===== config.mk =====
export PLATFORM = sky130hd
export DESIGN_NAME = dxt_texture_block_decode_flat
export DESIGN_NICKNAME = d
export VERILOG_FILES = /design/src/design/dxt_pkg.sv /design/src/design/dxt_blk_if.sv /design/src/design/dxt_texel_if.sv /design/src/design/dxt_texture_block_decode.sv /design/src/design/dxt_front.sv /design/src/design/dxt_queue.sv /design/src/design/dxt_back.sv /design/src/flat_wrapper.sv
export SDC_FILE = /design/constraint.sdc
export NUM_CORES = 1
export LEC_CHECK = 0
export ABC_AREA = 1
export BUFFER_PORTS_ARGS = -buffer_cell sky130_fd_sc_hd__buf_2
export CORE_UTILIZATION = 45
export CTS_BUF_LIST = sky130_fd_sc_hd__clkbuf_8
export DETAILED_ROUTE_END_ITERATION = 6
export GPL_TIMING_DRIVEN = 1
export HOLD_SLACK_MARGIN = 0.1
export PLACE_DENSITY = 0.58
export SYNTH_ARGS = -nofsm -noshare
export SYNTH_HDL_FRONTEND = slang
export SYNTH_SLANG_ARGS = --single-unit

===== constraint.sdc =====
create_clock -name clk -period 9.85 [get_ports clk]
set_input_delay 0.985 -clock clk [delete_from_list [all_inputs] [get_ports clk]]
set_output_delay 0.985 -clock clk [all_outputs]
set_load 0.005 [all_outputs]

===== src/design/dxt_pkg.sv =====
// ----------------------------------------------------------------------------
// dxt_pkg
// shared types, register codes and color helpers for the dxt block decoder
// ----------------------------------------------------------------------------
package dxt_pkg;

    localparam int TEXELS      = 16;
    localparam int TEXEL_CNT_W = 4;
    localparam int QUEUE_DEPTH = 2;
    localparam int QUEUE_PTR_W = 1;
    localparam int QUEUE_CNT_W = 2;
    localparam int CFG_DATA_W  = 24;

    localparam logic [CFG_DATA_W-1:0] BACKGROUND_RESET = 24'hFF_FFFF;

    // multiply-by-reciprocal for floor(v / 3), exact for v up to 765
    localparam logic [9:0] RECIP3 = 10'd683;

    typedef enum logic [0:0] {
        REG_TEXTURE_FORMAT   = 1'b0,
        REG_BACKGROUND_COLOR = 1'b1
    } dxt_reg_t;

    typedef enum logic [0:0] {
        FMT_DXT1 = 1'b0,
        FMT_DXT3 = 1'b1
    } dxt_fmt_t;

    typedef struct packed {
        logic [7:0] red;
        logic [7:0] green;
        logic [7:0] blue;
    } dxt_rgb_t;

    typedef struct packed {
        dxt_rgb_t [3:0] palette;
        logic [31:0]    index_bits;
    } dxt_blk_t;

    // plain shift widening, low bits stay zero
    function automatic dxt_rgb_t expand565(input logic [15:0] c);
        dxt_rgb_t rgb;
        rgb.red   = {c[15:11], 3'b000};
        rgb.green = {c[10:5], 2'b00};
        rgb.blue  = {c[4:0], 3'b000};
        return rgb;
    endfunction

    // floor((2a + b) / 3)
    function automatic logic [7:0] blend_third(input logic [7:0] a, input logic [7:0] b);
        logic [9:0]  sum;
        logic [19:0] prod;
        sum  = {1'b0, a, 1'b0} + {2'b00, b};
        prod = sum * RECIP3;
        return prod[18:11];
    endfunction

    // floor((a + b) / 2)
    function automatic logic [7:0] blend_half(input logic [7:0] a, input logic [7:0] b);
        logic [8:0] sum;
        sum = {1'b0, a} + {1'b0, b};
        return sum[8:1];
    endfunction

endpackage


===== src/design/dxt_blk_if.sv =====
// ----------------------------------------------------------------------------
// dxt_blk_if
// compressed block channel: two rgb565 end colors and 32 selector bits
// ----------------------------------------------------------------------------
interface dxt_blk_if;

    logic        valid;
    logic        ready;
    logic [15:0] first_color;
    logic [15:0] second_color;
    logic [31:0] index_bits;

    modport source (
        output valid,
        output first_color,
        output second_color,
        output index_bits,
        input  ready
    );

    modport sink (
        input  valid,
        input  first_color,
        input  second_color,
        input  index_bits,
        output ready
    );

endinterface


===== src/design/dxt_texel_if.sv =====
// ----------------------------------------------------------------------------
// dxt_texel_if
// decoded texel channel: position, rgb888 color and end-of-block flag
// ----------------------------------------------------------------------------
interface dxt_texel_if;

    logic       valid;
    logic       ready;
    logic [1:0] pixel_x;
    logic [1:0] pixel_y;
    logic [7:0] red;
    logic [7:0] green;
    logic [7:0] blue;
    logic       last_texel;

    modport source (
        output valid,
        output pixel_x,
        output pixel_y,
        output red,
        output green,
        output blue,
        output last_texel,
        input  ready
    );

    modport sink (
        input  valid,
        input  pixel_x,
        input  pixel_y,
        input  red,
        input  green,
        input  blue,
        input  last_texel,
        output ready
    );

endinterface


===== src/design/dxt_texture_block_decode.sv =====
// ----------------------------------------------------------------------------
// dxt_texture_block_decode
// dxt1 / dxt3 color block decoder: one compressed block in, sixteen texels out
// ----------------------------------------------------------------------------
//  channel    dir  handshake      payload
//  blocks     in   valid/ready    first_color, second_color, index_bits
//  texels     out  valid/ready    pixel_x, pixel_y, red, green, blue, last_texel
//  cfg        in   cfg_wr_en      cfg_index, cfg_data
//
//  the texel walker in the back emits a block's sixteen texels, one per cycle unless stalled
//  the palette is built combinationally and registered in the front; the first texel
//  then passes a queue entry, the back block register and the texel output register
//  the front accepts up to three blocks ahead while texels are stalled
//  rst_n clears all control state; registers reset to dxt1 and a white background
// ----------------------------------------------------------------------------
module dxt_texture_block_decode (
    input  logic                            clk,
    input  logic                            rst_n,
    input  logic                            cfg_wr_en,
    input  dxt_pkg::dxt_reg_t               cfg_index,
    input  logic [dxt_pkg::CFG_DATA_W-1:0]  cfg_data,
    dxt_blk_if.sink                         blocks,
    dxt_texel_if.source                     texels
);
    import dxt_pkg::*;

    dxt_fmt_t  texture_format_reg;
    dxt_rgb_t  background_color_reg;
    logic      q_in_valid;
    logic      q_in_ready;
    dxt_blk_t  q_in_data;
    logic      q_out_valid;
    logic      q_out_ready;
    dxt_blk_t  q_out_data;

    always_ff @(posedge clk or negedge rst_n)
    begin
        if (!rst_n)
        begin
            texture_format_reg   <= FMT_DXT1;
            background_color_reg <= BACKGROUND_RESET;
        end
        else if (cfg_wr_en)
        begin
            unique case (cfg_index)
                REG_TEXTURE_FORMAT:   texture_format_reg   <= dxt_fmt_t'(cfg_data[0]);
                REG_BACKGROUND_COLOR: background_color_reg <= cfg_data;
                default:              ;
            endcase
        end
    end

    dxt_front u_front (
        .clk              (clk),
        .rst_n            (rst_n),
        .texture_format   (texture_format_reg),
        .background_color (background_color_reg),
        .blocks           (blocks),
        .q_valid          (q_in_valid),
        .q_ready          (q_in_ready),
        .q_data           (q_in_data)
    );

    dxt_queue u_queue (
        .clk       (clk),
        .rst_n     (rst_n),
        .in_valid  (q_in_valid),
        .in_ready  (q_in_ready),
        .in_data   (q_in_data),
        .out_valid (q_out_valid),
        .out_ready (q_out_ready),
        .out_data  (q_out_data)
    );

    dxt_back u_back (
        .clk     (clk),
        .rst_n   (rst_n),
        .q_valid (q_out_valid),
        .q_ready (q_out_ready),
        .q_data  (q_out_data),
        .texels  (texels)
    );

endmodule


===== src/design/dxt_front.sv =====
// ----------------------------------------------------------------------------
// dxt_front
// accepts a block, picks four- or three-color mode and builds its palette
// ----------------------------------------------------------------------------
module dxt_front (
    input  logic              clk,
    input  logic              rst_n,
    input  dxt_pkg::dxt_fmt_t texture_format,
    input  dxt_pkg::dxt_rgb_t background_color,
    dxt_blk_if.sink           blocks,
    output logic              q_valid,
    input  logic              q_ready,
    output dxt_pkg::dxt_blk_t q_data
);
    import dxt_pkg::*;

    logic      valid_reg;
    logic      valid_next;
    dxt_blk_t  data_reg;
    dxt_blk_t  data_next;
    dxt_rgb_t  e0;
    dxt_rgb_t  e1;
    logic      four_color;
    logic      accept;

    assign blocks.ready = !valid_reg || q_ready;
    assign accept       = blocks.valid && blocks.ready;

    always_comb
    begin
        e0 = expand565(blocks.first_color);
        e1 = expand565(blocks.second_color);
        // strict compare: in dxt1 equal end colors fall into three-color mode
        four_color = (texture_format == FMT_DXT3) ||
                     (blocks.first_color > blocks.second_color);

        data_next.index_bits = blocks.index_bits;
        data_next.palette[0] = e0;
        data_next.palette[1] = e1;
        if (four_color)
        begin
            data_next.palette[2].red   = blend_third(e0.red,   e1.red);
            data_next.palette[2].green = blend_third(e0.green, e1.green);
            data_next.palette[2].blue  = blend_third(e0.blue,  e1.blue);
            data_next.palette[3].red   = blend_third(e1.red,   e0.red);
            data_next.palette[3].green = blend_third(e1.green, e0.green);
            data_next.palette[3].blue  = blend_third(e1.blue,  e0.blue);
        end
        else
        begin
            data_next.palette[2].red   = blend_half(e0.red,   e1.red);
            data_next.palette[2].green = blend_half(e0.green, e1.green);
            data_next.palette[2].blue  = blend_half(e0.blue,  e1.blue);
            data_next.palette[3]       = background_color;
        end
    end

    assign valid_next = accept || (valid_reg && !q_ready);

    always_ff @(posedge clk or negedge rst_n)
    begin
        if (!rst_n)
        begin
            valid_reg <= 1'b0;
        end
        else
        begin
            valid_reg <= valid_next;
        end
    end

    always_ff @(posedge clk)
    begin
        if (accept)
        begin
            data_reg <= data_next;
        end
    end

    assign q_valid = valid_reg;
    assign q_data  = data_reg;

endmodule


===== src/design/dxt_queue.sv =====
// ----------------------------------------------------------------------------
// dxt_queue
// two-entry queue of classified blocks between front and back
// ----------------------------------------------------------------------------
module dxt_queue (
    input  logic              clk,
    input  logic              rst_n,
    input  logic              in_valid,
    output logic              in_ready,
    input  dxt_pkg::dxt_blk_t in_data,
    output logic              out_valid,
    input  logic              out_ready,
    output dxt_pkg::dxt_blk_t out_data
);
    import dxt_pkg::*;

    dxt_blk_t                 mem [QUEUE_DEPTH];
    logic [QUEUE_PTR_W-1:0]   wr_ptr_reg;
    logic [QUEUE_PTR_W-1:0]   wr_ptr_next;
    logic [QUEUE_PTR_W-1:0]   rd_ptr_reg;
    logic [QUEUE_PTR_W-1:0]   rd_ptr_next;
    logic [QUEUE_CNT_W-1:0]   count_reg;
    logic [QUEUE_CNT_W-1:0]   count_next;
    logic                     push;
    logic                     pop;

    assign in_ready  = count_reg != QUEUE_CNT_W'(QUEUE_DEPTH);
    assign out_valid = count_reg != '0;
    assign push      = in_valid && in_ready;
    assign pop       = out_valid && out_ready;
    assign out_data  = mem[rd_ptr_reg];

    always_comb
    begin
        wr_ptr_next = wr_ptr_reg;
        rd_ptr_next = rd_ptr_reg;
        count_next  = count_reg;
        if (push)
        begin
            wr_ptr_next = wr_ptr_reg + 1'b1;
        end
        if (pop)
        begin
            rd_ptr_next = rd_ptr_reg + 1'b1;
        end
        if (push && !pop)
        begin
            count_next = count_reg + 1'b1;
        end
        else if (pop && !push)
        begin
            count_next = count_reg - 1'b1;
        end
    end

    always_ff @(posedge clk or negedge rst_n)
    begin
        if (!rst_n)
        begin
            wr_ptr_reg <= '0;
            rd_ptr_reg <= '0;
            count_reg  <= '0;
        end
        else
        begin
            wr_ptr_reg <= wr_ptr_next;
            rd_ptr_reg <= rd_ptr_next;
            count_reg  <= count_next;
        end
    end

    always_ff @(posedge clk)
    begin
        if (push)
        begin
            mem[wr_ptr_reg] <= in_data;
        end
    end

    a_count_bound: assert property (@(posedge clk) disable iff (!rst_n)
        count_reg <= QUEUE_CNT_W'(QUEUE_DEPTH))
        else $error("queue count above depth");

    a_ptr_spacing: assert property (@(posedge clk) disable iff (!rst_n)
        (count_reg == '0 || count_reg == QUEUE_CNT_W'(QUEUE_DEPTH))
            |-> (wr_ptr_reg == rd_ptr_reg))
        else $error("queue pointers disagree with count");

    a_push_count: assert property (@(posedge clk) disable iff (!rst_n)
        (push && !pop) |=> (count_reg == $past(count_reg) + 1'b1))
        else $error("queue count missed a push");

endmodule


===== src/design/dxt_back.sv =====
// ----------------------------------------------------------------------------
// dxt_back
// walks a block's sixteen texels row-major, one per cycle unless stalled
// ----------------------------------------------------------------------------
module dxt_back (
    input  logic              clk,
    input  logic              rst_n,
    input  logic              q_valid,
    output logic              q_ready,
    input  dxt_pkg::dxt_blk_t q_data,
    dxt_texel_if.source       texels
);
    import dxt_pkg::*;

    localparam logic [TEXEL_CNT_W-1:0] LAST_CNT = TEXEL_CNT_W'(TEXELS - 1);

    dxt_blk_t                 blk_reg;
    logic                     busy_reg;
    logic                     busy_next;
    logic [TEXEL_CNT_W-1:0]   cnt_reg;
    logic [TEXEL_CNT_W-1:0]   cnt_next;
    logic                     out_valid_reg;
    logic                     out_valid_next;
    logic [1:0]               out_x_reg;
    logic [1:0]               out_y_reg;
    dxt_rgb_t                 out_rgb_reg;
    logic                     out_last_reg;
    logic                     load;
    logic                     pop;
    logic [1:0]               sel;

    // texel (x,y) selector sits at bit 8y+2x, which is twice the count
    assign sel     = blk_reg.index_bits[{cnt_reg, 1'b0} +: 2];
    assign load    = busy_reg && (!out_valid_reg || texels.ready);
    assign q_ready = !busy_reg || (load && cnt_reg == LAST_CNT);
    assign pop     = q_valid && q_ready;

    always_comb
    begin
        busy_next = busy_reg;
        cnt_next  = cnt_reg;
        if (load)
        begin
            cnt_next = cnt_reg + 1'b1;
            if (cnt_reg == LAST_CNT)
            begin
                busy_next = 1'b0;
            end
        end
        if (pop)
        begin
            busy_next = 1'b1;
            cnt_next  = '0;
        end
    end

    assign out_valid_next = load || (out_valid_reg && !texels.ready);

    always_ff @(posedge clk or negedge rst_n)
    begin
        if (!rst_n)
        begin
            busy_reg      <= 1'b0;
            cnt_reg       <= '0;
            out_valid_reg <= 1'b0;
        end
        else
        begin
            busy_reg      <= busy_next;
            cnt_reg       <= cnt_next;
            out_valid_reg <= out_valid_next;
        end
    end

    always_ff @(posedge clk)
    begin
        if (pop)
        begin
            blk_reg <= q_data;
        end
        if (load)
        begin
            out_x_reg    <= cnt_reg[1:0];
            out_y_reg    <= cnt_reg[3:2];
            out_rgb_reg  <= blk_reg.palette[sel];
            out_last_reg <= cnt_reg == LAST_CNT;
        end
    end

    assign texels.valid      = out_valid_reg;
    assign texels.pixel_x    = out_x_reg;
    assign texels.pixel_y    = out_y_reg;
    assign texels.red        = out_rgb_reg.red;
    assign texels.green      = out_rgb_reg.green;
    assign texels.blue       = out_rgb_reg.blue;
    assign texels.last_texel = out_last_reg;

    a_last_corner: assert property (@(posedge clk) disable iff (!rst_n)
        (out_valid_reg && out_last_reg) |-> (out_x_reg == 2'd3 && out_y_reg == 2'd3))
        else $error("last flag away from the final texel");

    a_idle_count: assert property (@(posedge clk) disable iff (!rst_n)
        !busy_reg |-> (cnt_reg == '0))
        else $error("texel count left over while idle");

    a_last_load: assert property (@(posedge clk) disable iff (!rst_n)
        (load && cnt_reg == LAST_CNT) |=> (out_valid_reg && out_last_reg))
        else $error("final texel not flagged");

endmodule

===== src/flat_wrapper.sv =====
// flat-port wrapper written by rule: the top's interface ports become plain ports
module dxt_texture_block_decode_flat import dxt_pkg::*;
  (clk, rst_n, cfg_wr_en, cfg_index, cfg_data, blocks_valid, blocks_first_color, blocks_second_color, blocks_index_bits, blocks_ready, texels_valid, texels_pixel_x, texels_pixel_y, texels_red, texels_green, texels_blue, texels_last_texel, texels_ready);
  dxt_blk_if blocks_i ();
  dxt_texel_if texels_i ();
  input  logic clk;
  input  logic rst_n;
  input  logic cfg_wr_en;
  input  dxt_pkg::dxt_reg_t cfg_index;
  input  logic [dxt_pkg::CFG_DATA_W-1:0] cfg_data;
  input wire logic [$bits(blocks_i.valid)-1:0] blocks_valid;
  input wire logic [$bits(blocks_i.first_color)-1:0] blocks_first_color;
  input wire logic [$bits(blocks_i.second_color)-1:0] blocks_second_color;
  input wire logic [$bits(blocks_i.index_bits)-1:0] blocks_index_bits;
  output wire logic [$bits(blocks_i.ready)-1:0] blocks_ready;
  output wire logic [$bits(texels_i.valid)-1:0] texels_valid;
  output wire logic [$bits(texels_i.pixel_x)-1:0] texels_pixel_x;
  output wire logic [$bits(texels_i.pixel_y)-1:0] texels_pixel_y;
  output wire logic [$bits(texels_i.red)-1:0] texels_red;
  output wire logic [$bits(texels_i.green)-1:0] texels_green;
  output wire logic [$bits(texels_i.blue)-1:0] texels_blue;
  output wire logic [$bits(texels_i.last_texel)-1:0] texels_last_texel;
  input wire logic [$bits(texels_i.ready)-1:0] texels_ready;
  assign blocks_i.valid = blocks_valid;
  assign blocks_i.first_color = blocks_first_color;
  assign blocks_i.second_color = blocks_second_color;
  assign blocks_i.index_bits = blocks_index_bits;
  assign blocks_ready = blocks_i.ready;
  assign texels_valid = texels_i.valid;
  assign texels_pixel_x = texels_i.pixel_x;
  assign texels_pixel_y = texels_i.pixel_y;
  assign texels_red = texels_i.red;
  assign texels_green = texels_i.green;
  assign texels_blue = texels_i.blue;
  assign texels_last_texel = texels_i.last_texel;
  assign texels_i.ready = texels_ready;
  dxt_texture_block_decode u_core (.clk(clk), .rst_n(rst_n), .cfg_wr_en(cfg_wr_en), .cfg_index(cfg_index), .cfg_data(cfg_data), .blocks(blocks_i), .texels(texels_i));
endmodule

Yosys cells after proc, flatten, opt, wreduce, memory -nomap -nowiden --
Memories as Yosys holds them, arrays and structs flattened. A register that Yosys moved wholly into a read port is not among the register bits. Cells that the tools add are included.
Cells by class: multipliers 6, shift-type cells 1, bitwise gates (word level) 1, $lt $le $gt $ge 2, reductions and logical operators 29, eq/ne operators 2, add/sub/neg operators 14, mux-type cells 12
Operator list (count):
- $mul 10x10->19 const B | 6
- $add 9x8->10 | 6
- $bmux 24 s2 | 1
- $mux 48 | 1
- $shiftx 32x6->2 | 1
- $add 8x8->9 | 3
- $mux 24 | 1
- $gt 16x16->1 | 1
- $logic_and 1x1->1 | 9
- $mux 4 | 2
- $reduce_bool 2->1 | 4
- $logic_not 1->1 | 7
- $logic_or 1x1->1 | 6
- $reduce_and 2->1 | 3
- $mux 1 | 5
- $add 4x1->4 const B | 1
- $eq 4x4->1 const B | 1
- $mux 2 | 2
- $lt 2x3->1 const B | 1
- $add 1x1->1 const B | 2
- $add 2x1->2 const B | 1
- $ne 2x2->1 const B | 1
- $sub 2x1->2 const B | 1
- $not 1->1 | 1
Word-level totals: memory bits (writable) 224, input bits 94, register bits after elaboration 225, memories kept 1, output and inout bits 31, word-level logic and storage cells 104
Memory list:
- u_core.u_queue.mem | words 2, bits a word 112, rd ports 1, clocked after Yosys merged registers in 1, wr ports 1, line dxt_queue.sv:17 | dxt_blk_t mem [QUEUE_DEPTH];

Depth between registers and ports, before layout --
depth after elaboration 9, depth in mapped cells 27, mapped depth without buffers 27

Cells and area by module --
From an unflattened synthesis, not the netlist that was laid out.
Unflattened totals: cell total of the unflattened synthesis 3314, area, all modules 32768.9 µm²
Modules (own cells, without submodules):
- dxt_front | times used 1, seq. area each 3388.2 µm², area each 15531.1 µm², cells an instance 1969
- dxt_queue | times used 1, seq. area each 7787.5 µm², area each 9490.4 µm², cells an instance 697
- dxt_back | times used 1, seq. area each 4864.7 µm², area each 6657.6 µm², cells an instance 537
- dxt_texture_block_decode | times used 1, seq. area each 655.6 µm², area each 1089.8 µm², cells an instance 111

Worst setup path before layout --
Ideal clock, no wire load.
path type register to register, from register u_core.u_queue.count_reg[1], to memory u_core.u_queue.mem[1][0] (netlist name), enable pin, slack 3.996 ns, arrival 5.268 ns, stages on the path, launching flop included 4, data required time 9.264 ns, cells stage by stage dfrtp_1 inv_1 o21ai_0 nor2_1
Between the ends: word-level cells in the longest chain between the ends 4
Ends and longest elaborated chain:
- from (decl) | line dxt_queue.sv:22 | logic [QUEUE_CNT_W-1:0] count_reg;
- from (signal assigned) | line dxt_queue.sv:68 | count_reg <= count_next;
- $ne 2x2->1 | line dxt_queue.sv:27 | assign in_ready = count_reg != QUEUE_CNT_W'(QUEUE_DEPTH);
- $logic_and 1x1->1 | line dxt_queue.sv:29 | assign push = in_valid && in_ready;
- $mux 1 | line dxt_queue.sv:74 | if (push)
- $mux 1 (implied by the code) | line dxt_queue.sv:76 | mem[wr_ptr_reg] <= in_data;
- to (decl) | line dxt_queue.sv:17
No other way between the ends.

==> impl_metrics.env <==
export IMPL_final_cell_area_um2=33570
export IMPL_maxSlewHeadroom_pct=26.06
export IMPL_grt_pass1_vias=21400
export IMPL_cts_setup_buffers=0
export IMPL_hold_violations=0
export IMPL_clock_latency_ns=0.67
export IMPL_drt_iter0_drc=1395
export IMPL_final_util_pct=50.60
export IMPL_drive_above_1_share_pct=9.397
export IMPL_setup_viol=0
export IMPL_outcome="complete, no violations"
export IMPL_start_util_pct=45.87
export IMPL_rows=94
export IMPL_hpwl_um=51270
export IMPL_syn_num_nets=3597
export IMPL_ys_warnings_count=0
export IMPL_synth_area_top_cells="edfxtp_1 47%, ha_1 15%, nand2_1 12%"
export IMPL_drv_cap=0
export IMPL_antenna_found_initial=5
export IMPL_core_um2=66330
export IMPL_dpl_cell_area_um2=31950
export IMPL_fin_ws_ns=4.433
export IMPL_ys_seq_area_share_pct=50.13
export IMPL_io_pins=125
export IMPL_seqPwrFrac_pct=31.4
export IMPL_rr_worst_depth=9
export IMPL_fill_cells=6040
export IMPL_cp_slowest_stage_delay_ns=0.49
export IMPL_synth_edf_count=477
export IMPL_fin_nets=3761
export IMPL_layout_min_cycle_time_ns=5.417
export IMPL_fin_crit_sh_pct=54.99
export IMPL_max_freq_ghz=0.1846
export IMPL_worstSetupStartpointType="primary input"
export IMPL_switching_power_w=0.005374
export IMPL_antenna_left=0
export IMPL_dr_pass1_iters=5
export IMPL_power_frac_clock_pct=14.9
export IMPL_die_x_um=262.0
export IMPL_cts_resized=0
export IMPL_min_path_type="flip-flop to flip-flop"
export IMPL_hold_depth=0
export IMPL_placedCellCount=4015
export IMPL_drc_errors=0
export IMPL_power_density_nw_per_um2=359.4
export IMPL_die_area_um2=68660
export IMPL_clkSlewWorstSetupHoldPaths_ns=0.06
export IMPL_worstPathCellList="buf_2 > ha_1 > inv_1 > fa_1 > o21ai_0 > xor2_1 > ha_1 > ha_1 > ha_1 > inv_1 > fa_1 > inv_1 > fa_1 > ha_1 > a21oi_1 > nand2_1 > nor2_1 > o21ai_0 > nand2_1 > nand2_1 > nand2_1 > nand2_1"
export IMPL_rsz0062_at_grt="false"
export IMPL_grt_start_max_net_pins=67
export IMPL_cp_required_ns=10.27
export IMPL_endpoint_kind="flip-flop"
export IMPL_critPathArrivalTime_ns=5.83
export IMPL_clockBufferDepth=3
export IMPL_netlist_area_leader_share_pct=47.07
export IMPL_p_leak_nw=16.22
export IMPL_numCtsBuffers=83
export IMPL_synth_main_ff_cell="edfxtp_1"
export IMPL_p_sw_share_pct=44.55
export IMPL_routed_wl_um=71230
export IMPL_p_int_w=0.006690
export IMPL_grt_overflow=0
export IMPL_crit_slowest_cell="fa_1"
export IMPL_dp_slack_ns=3.741
export IMPL_ys_async_sr_fraction_pct=7.018
export IMPL_cts_root_buf="clkbuf_8"
export IMPL_synth_cells=3072
export IMPL_num_vias=20939
export IMPL_clkSinkCount=513
export IMPL_cts_max_level=3
export IMPL_ir_drop_uv=199.2
export IMPL_grt_pass1_wl_um=113000
export IMPL_port_buffer_count=124
export IMPL_cts_tree="yes"
export IMPL_areaGrowthSynthToFinish_pct=10.31
export IMPL_slew_viol_final=0
export IMPL_dieHeight_um=262.0
export IMPL_routedWlPerCell_um=17.09
export IMPL_track_usage_pct=21.20
export IMPL_ys_types=39
export IMPL_combPwrFrac_pct=53.7
export IMPL_cts_hold_buf=0
export IMPL_path_max_fanout=7
export IMPL_critPathKind="primary input to flip-flop"
export IMPL_ys_ff_latch=513
export IMPL_worst_pin_slew_ns=1.105
export IMPL_synth_area_um2=30430
export IMPL_largest_reg_flops=224
export IMPL_syn_avg_cell_area_um2=9.905
export IMPL_fin_worst_skew_ns=0.03246
export IMPL_fin_cells=4167
export IMPL_finalSetupTns_ns=0
export IMPL_gp_congestion=0.9189
export IMPL_synth_top_cell_by_area="edfxtp_1"
export IMPL_via_per_inst=5.025
cells in the mapped netlist (13+ instances only):
cell / count
a21oi_1: 85
nand2_1: 987
xnor2_1: 24
nor2_1: 139
o21bai_1: 13
inv_1: 421
nand4_1: 22
clkbuf_1: 25
fa_1: 71
ha_1: 360
xor2_1: 37
o21ai_0: 37
nand3_1: 206
edfxtp_1: 477
and2_1: 14
dfstp_2: 24
mux2_2: 23
buf_2: 16
logic make-up after synthesis:
family	share of synthesized area [%]
mux	0.8512
xor+xnor	1.756
flops	50.13
buf+inv	6.304
fa+ha+maj	19.47
simple gates	18.66
compound gates	2.821
routing by layer:
layer	part of all wire (%)	wire (um)	global-route usage [%]	up-vias
li1	-	-	-	10474
met3	4.5	3237	3.308	104
met4	2.3	1673	6.358	2
met2	47	33490	35.63	440
met5	0.018	13	0	-
met1	46	32810	28.26	9919
worst paths after layout:
| kind | slack [ns] | endpoint | from |
|---|---|---|---|
| setup / recovery | 4.43 | u_core.u_front.q_data[111]$_DFFE_PP_ | blocks_first_color[1] |
| hold / removal | 0.43 | u_core.u_queue.mem[1][35]$_DFFE_PP_ | u_core.u_front.q_data[38]$_DFFE_PP_ |
| setup reg to reg | 5.72 | u_core.u_back.texels.blue[2]$_DFFE_PP_ | u_core.u_back.cnt_reg[0]$_DFFE_PN0P_ |
| hold reg to reg | 0.43 | u_core.u_queue.mem[1][35]$_DFFE_PP_ | u_core.u_front.q_data[38]$_DFFE_PP_ |
| max in group asynchronous | 8.63 | u_core.u_queue.rd_ptr_reg$_DFFE_PN0P_ | rst_n |
| min in group asynchronous | 0.48 | u_core.u_back.cnt_reg[2]$_DFFE_PN0P_ | rst_n |
metrics by stage:
stage	power, W	hold WS (ns)
after global placement	0.01027	0.4216
after global routing	0.01324	0.4148
after floorplan	0.008493	0.4196
final	0.01206	0.4304
after CTS	0.01218	0.4176
after detailed placement	0.01031	0.4304
cell usage in the layout (no fill, tap or decap), types with 3 or more instances in the layout:
cell type / instances
inv_2: 5
diode_2: 4
o21ai_1: 7
nand3_1: 206
buf_2: 124
o21bai_1: 13
nor3_1: 11
a31oi_1: 10
clkinv_2: 5
a21oi_1: 85
clkinv_1: 6
inv_1: 458
nand2_1: 987
bufinv_16: 4
clkbuf_8: 90
dfstp_2: 24
nor2_1: 137
a21o_1: 3
fa_1: 71
xnor2_1: 24
ha_1: 360
and2_1: 14
buf_4: 13
nand2_2: 4
o21ai_0: 37
edfxtp_1: 477
nand3b_1: 5
mux2_2: 23
inv_4: 3
dfrtp_1: 11
xor2_1: 37
nand4_1: 22
critical path: cells and delay by family:
kind,cells,cell delay [ns]
AND/OR/NAND/NOR,6,0.57
buffers and inverters,4,0.38
XOR/XNOR,1,0.46
AO/OA/AOI/OAI,3,0.56
adder cells (fa/ha/maj),8,2.87
power by group through the flow:
stage | sequential (W) | combinational [W] | clock [W]
global route | 0.00385 | 0.00746 | 0.00194
detailed placement | 0.00383 | 0.00648 | 0
global placement | 0.00381 | 0.00646 | 0
finish | 0.00379 | 0.00648 | 0.00180
floorplan | 0.00376 | 0.00473 | 0
CTS | 0.00379 | 0.00655 | 0.00184
cell type report:
class | count | area [um2] | area share, %
Sequential cell | 513 | 15260 | 45.46
Multi-Input combinational cell | 2072 | 13270 | 39.53
Inverter | 429 | 1619 | 4.823
Clock buffer | 90 | 1239 | 3.690
Tap cell | 864 | 1081 | 3.221
Timing Repair Buffer | 137 | 718.2 | 2.140
Clock inverter | 58 | 370.4 | 1.103
Antenna cell | 4 | 10.01 | 0.02982
(Power assumes the default switching activity.)
